`src/sv/uop_issue_queue_with_throttle_macros.svh`:
```
// assertion macros for the micro-op issue queue
// no dependencies; taken in by the top level with an include
`ifndef UOP_ISSUE_QUEUE_WITH_THROTTLE_MACROS_SVH
`define UOP_ISSUE_QUEUE_WITH_THROTTLE_MACROS_SVH

`ifndef SYNTHESIS

`define UIQ_ASSERT_ALWAYS(lbl, clk, rst, cond) \
   lbl: assert property (@(posedge clk) disable iff (rst) (cond)) \
      else $error("uiq check failed");

`define UIQ_ASSERT_IMPLY(lbl, clk, rst, ante, cons) \
   lbl: assert property (@(posedge clk) disable iff (rst) (ante) |-> (cons)) \
      else $error("uiq check failed");

`define UIQ_ASSERT_NEXT(lbl, clk, rst, ante, cons) \
   lbl: assert property (@(posedge clk) disable iff (rst) (ante) |=> (cons)) \
      else $error("uiq check failed");

`else

`define UIQ_ASSERT_ALWAYS(lbl, clk, rst, cond)

`define UIQ_ASSERT_IMPLY(lbl, clk, rst, ante, cons)

`define UIQ_ASSERT_NEXT(lbl, clk, rst, ante, cons)

`endif

`endif

```
`src/sv/uiq_pkg.sv`:
```
// shared types and constants for the micro-op issue queue
// no dependencies
`default_nettype none

package uiq_pkg;

   localparam int TAG_W          = 16;
   localparam int BID_W          = 16;
   localparam int LAT_W          = 3;
   localparam int PEND_W         = 6;
   localparam int OCC_W          = 6;
   localparam int GAP_W          = 8;
   localparam int RSV_W          = 5;
   localparam int CSR_ADDR_W     = 2;
   localparam int CSR_DATA_W     = 8;
   localparam int REQ_TDATA_W    = 64;
   localparam int RSP_TDATA_W    = 48;
   localparam int DEF_QUEUE_DEPTH = 32;
   localparam int DEF_BID_BITS   = 16;

   localparam logic [GAP_W-1:0] GAP_MAX         = '1;
   localparam logic [GAP_W-1:0] MIN_GAP_RESET   = 8'd2;
   localparam logic [RSV_W-1:0] RESERVE_RESET   = 5'd4;

   typedef enum logic {
      OP_CYCLE = 1'b0,
      OP_FLUSH = 1'b1
   } op_type;

   typedef enum logic [CSR_ADDR_W-1:0] {
      CSR_PERFECT = 2'd0,
      CSR_MIN_GAP = 2'd1,
      CSR_RESERVE = 2'd2
   } csr_idx_type;

   // request payload, lowest field last
   typedef struct packed {
      logic [4:0]        pad;
      logic [PEND_W-1:0] pending_count;
      logic [BID_W-1:0]  flush_bid;
      logic              alloc_is_colsum;
      logic [LAT_W-1:0]  alloc_latency;
      logic [BID_W-1:0]  alloc_bid;
      logic [TAG_W-1:0]  alloc_tag;
      logic              alloc_valid;
   } req_item_type;

   // result payload, lowest field last
   typedef struct packed {
      logic [5:0]       pad;
      logic [OCC_W-1:0] occupancy;
      logic             stall_res;
      logic             alloc_accepted;
      logic             colsum_blocked;
      logic [BID_W-1:0] issue_bid;
      logic [TAG_W-1:0] issue_tag;
      logic             issue_valid;
   } rsp_item_type;

   // oldest ready entry offered by the slot array
   typedef struct packed {
      logic             found;
      logic             colsum;
      logic [TAG_W-1:0] tag;
      logic [BID_W-1:0] bid;
   } head_type;

   // throttle decision
   typedef struct packed {
      logic take;
      logic blocked;
   } issue_type;

endpackage

`default_nettype wire

```
`src/sv/uiq_throttle.sv`:
```
// column-sum issue throttle: cycle requests since last column-sum issue and hold decision
// depends on uiq_pkg
`default_nettype none

module uiq_throttle
   import uiq_pkg::*;
(
   input  wire logic             clock,
   input  wire logic             reset,
   input  wire logic             cycle_en,
   input  wire head_type         head,
   input  wire logic             perfect,
   input  wire logic [GAP_W-1:0] min_gap,
   output issue_type             issue
);

   logic [GAP_W-1:0] gap_ff, gap_in, gap_inc;
   logic             seen_ff, seen_in;
   logic             checked;

   assign gap_inc       = (gap_ff == GAP_MAX) ? gap_ff : gap_ff + GAP_W'(1);
   assign checked       = head.colsum && !perfect;
   assign issue.blocked = head.found && checked && seen_ff && (gap_inc < min_gap);
   assign issue.take    = head.found && !issue.blocked;

   always_comb begin
      gap_in  = gap_ff;
      seen_in = seen_ff;
      if (cycle_en) begin
         if (issue.take && checked) begin
            gap_in  = '0;
            seen_in = 1'b1;
         end else begin
            gap_in  = gap_inc;
         end
      end
   end

   always_ff @(posedge clock) begin
      if (reset) begin
         gap_ff  <= '0;
         seen_ff <= 1'b0;
      end else begin
         gap_ff  <= gap_in;
         seen_ff <= seen_in;
      end
   end

endmodule

`default_nettype wire

```
`config.mk`:
```
export PLATFORM = sky130hd
export DESIGN_NAME = uiq_throttle
export DESIGN_NICKNAME = d
export VERILOG_FILES = /design/src/sv/uop_issue_queue_with_throttle_macros.svh /design/src/sv/uiq_pkg.sv /design/src/sv/uiq_throttle.sv
export SDC_FILE = /design/constraint.sdc
export NUM_CORES = 1
export LEC_CHECK = 0
export ABC_AREA = 1
export BUFFER_PORTS_ARGS = -buffer_cell sky130_fd_sc_hd__buf_2
export CAP_MARGIN = 20
export CORE_MARGIN = 8
export CORE_UTILIZATION = 46
export DETAILED_ROUTE_END_ITERATION = 6
export GPL_ROUTABILITY_DRIVEN = 0
export PLACE_DENSITY_LB_ADDON = 0.05
export SYNTH_ARGS = -nofsm -noshare
export SYNTH_HDL_FRONTEND = slang
export SYNTH_SLANG_ARGS = --single-unit
```
`constraint.sdc`:
```
create_clock -name clock -period 3.6 [get_ports clock]
set_clock_uncertainty 0.1 [all_clocks]
set_input_delay 0.18 -clock clock [delete_from_list [all_inputs] [get_ports clock]]
set_output_delay 0.18 -clock clock [all_outputs]
set_load 0.01 [all_outputs]
```
==> metrics.md <==
| Metric | Value |
|---|---|
| Status | `complete, no violations` |
| # fillers | `just under 200` |
| Cells after Synth | `approximately 130` |
| Initial antenna violation count | `0` |
| PostCTS Resize Cnt | `0` |
| Crit path required time | `between 3 and 4 ns` |
| Post-synth EDFFs | `0` |
| Post-Syn Area | `about 810 um^2` |
| Non-filler cells in the finished layout | `around 160` |
| Root Buffer | `clkbuf_4` |
| Vias after detailed routing | `about 780` |
| Post-synth top flop | `dfxtp_1` |
| Total CTS buffers | `3` |
| Worst-path clk slew | `~0.06 ns` |
| Placed cell areas | `around 900 um^2` |
| Rows | `15` |
| Max VDD drop | `between 0.15 and 0.2 mV` |
| Crit Path Category | `reg -> out` |
| DP HPWL | `between 1 and 1.5 mm` |
| Largest net degree at the start of global routing | `11` |
| HP Class | `in -> reg` |
| Hold WS | `0.0512 ns` |
| Clk pwr share | `0.353` |
| Vias per inst | `approximately 4.8` |
| Seq pwr share | `0.477` |
| Leading area contributor after synthesis | `dfxtp_1` |
| Flops & latches, synth | `9` |
| H-tree depth | `1` |
| CTS tree | `built` |
| Die X | `approximately 58 um` |
| GRT Total Usage | `0.107` |
| Commonest cells in the netlist | `inv_1, nand2_1, a21oi_1, dfxtp_1, nand3_1` |
| Worst-margin pin slew | `0.415 ns` |
| Drt drc | `0` |
| Period Utilization, post-route | `0.795` |
| Startpoint types | `flip-flop` |
| Post-CTS Setup Repair Bufs | `0` |
| Synth area leaders | `dfxtp_1, inv_1, nand2_1, ha_1, a21oi_1` |
| Tmin final | `2.86 ns` |
| Setup TNS Final | `0 ns` |
| Routed length per instance | `roughly 10 um` |
| Register area share after synthesis | `0.224` |
| # setup viols final | `0` |
| Arr. time, crit path | `roughly 2.6 ns` |
| # port buffers | `15` |
| TritonRoute pass-1 iters | `4` |
| CTS Buffer Depth | `2` |
| Pint | `160 uW` |
| Max FO, Critical Path | `5` |
| Ys async rst share | `0` |
| ANT cells | `0` |
| Yosys cell types | `21` |
| Nets | `between 150 and 200` |
| Die Y | `a little under 60 um` |
| Fraction of layout cells with a size suffix above 1 | `0.188` |
| Fmax | `~350 MHz` |
| # hold bufs at CTS | `0` |
| Hold Fails Final Rpt | `0` |
| Clock Latency Late Sink | `roughly 0.26 ns` |
| # Max-Cap Violations | `0` |
| Worst setup EP type | `output port` |
| Sink Count | `9` |
| Switching Share | `0.264` |
| Placed cell count | `roughly 160` |
| Total grt overflow | `0` |
| Synth-to-Final Area Change | `14.6%` |
| Synthesized area per cell | `between 6 and 7 um^2` |
| Total power | `217 uW` |
| Antenna Nets Post-Route | `0` |
| P_sw | `approximately 57 uW` |
| Ports | `48` |
| Leak | `between 0.5 and 0.6 nW` |
| Post-Layout Inst Area | `923 um^2` |
| Pwr Density | `between 200 and 250 mW/mm^2` |
| RSZ-0062 raised after global routing | `no` |
| Syn Nets | `180` |
| First-pass GRT wire length | `roughly 2.8 mm` |
| Initial core utilization | `0.477` |
| Initial DRC count | `11` |
| Logic pwr share | `0.170` |
| Final Slew Violations | `0` |
| Worst slew margin | `0.723` |
| Core area | `roughly 0.0017 mm^2` |
| Die ar. | `between 0.003 and 0.004 mm^2` |
| Vias in the first global route | `~670` |
| Count leader, synth | `inv_1` |
| Area share of the largest cell type after synthesis | `0.224` |
| Final wirelength | `around 1.7 mm` |
| Yosys warnings | `0` |
==> routing by layer <==
layer | vias to the layer above | track usage | routed length [um]
met3 | 5 | 0.0243 | 53
met4 | 0 | 0.0734 | 40
met1 | 330 | 0.123 | 819
met2 | 14 | 0.174 | 742
li1 | 426 | - | -
met5 | - | 0 | 0
==> cell type report <==
type | count | area, um^2 | area share
flip-flops and latches | 9 | 180 | 0.195
inverters | 32 | 120 | 0.130
well taps | 17 | 21.3 | 0.0230
repair buffers | 15 | 75.1 | 0.0813
clock buffers | 4 | 26.3 | 0.0285
multi-input cells | 84 | 500 | 0.542
==> final timing paths <==
| kind | from | to | slack, ns | cells after the start |
|---|---|---|---|---|
| worst max-delay path | gap_ff[0] | issue[1] | 0.74 | 13 |
| worst min-delay path | reset | seen_ff | 0.05 | 2 |
| worst max register to register | gap_ff[0] | gap_ff[2] | 1.05 | 13 |
| worst min register to register | seen_ff | seen_ff | 0.39 | 2 |
==> logic make-up after synthesis <==
| group | synth area share |
|---|---|
| adder cells (fa/ha/maj) | 0.124 |
| buffers and inverters | 0.155 |
| AND/OR/NAND/NOR | 0.342 |
| XOR/XNOR | 0.0217 |
| flip-flops | 0.224 |
| AO/OA/AOI/OAI | 0.134 |
==> critical path, stage by stage, from the launching register on <==
cell	delay, ns
dfxtp_1	0.40
nand3_1	0.11
nor2_1	0.17
nand3_1	0.15
o21a_1	0.20
nor3_1	0.20
inv_1	0.08
ha_1	0.30
nand2_1	0.08
o2111a_1	0.25
nand2_2	0.12
inv_1	0.06
nor2_1	0.07
buf_2	0.13
==> power groups by stage <==
stage / Combinational [mW] / Sequential, mW / Clock (mW)
after floorplan: 0.0241 / 0.105 / 0
final: 0.0369 / 0.104 / 0.0767
after global placement: 0.0360 / 0.106 / 0
after CTS: 0.0376 / 0.104 / 0.0808
after detailed placement: 0.0373 / 0.106 / 0
after global routing: 0.0426 / 0.104 / 0.0837
==> metrics by stage <==
step	util	setup WS, ns
2_1_floorplan	-	1.26
3_3_place_gp	0.531	1.08
3_5_place_dp	0.531	1.04
4_1_cts	0.547	0.743
5_1_grt	0.547	0.468
6_report	0.547	0.737
==> registers in the layout, summed over array words and instances (netlist names) <==
register  flops
seen_ff       1
gap_ff        8
==> placed cells by master (no fill, tap or decap) <==
cell type,n
clkinv_1,1
nor2_4,2
clkbuf_4,3
o21a_1,1
nand3_2,1
nand2_4,1
nand3_1,9
nor3_1,3
ha_1,8
o2111a_1,1
o21ai_0,7
a21oi_2,1
nand2_2,3
dfxtp_1,9
clkbuf_1,1
buf_2,15
nand2_1,29
a21oi_1,9
nor2_1,6
xor2_1,1
xnor2_1,1
nand4_4,1
inv_1,31
(Power assumes the default switching activity.)
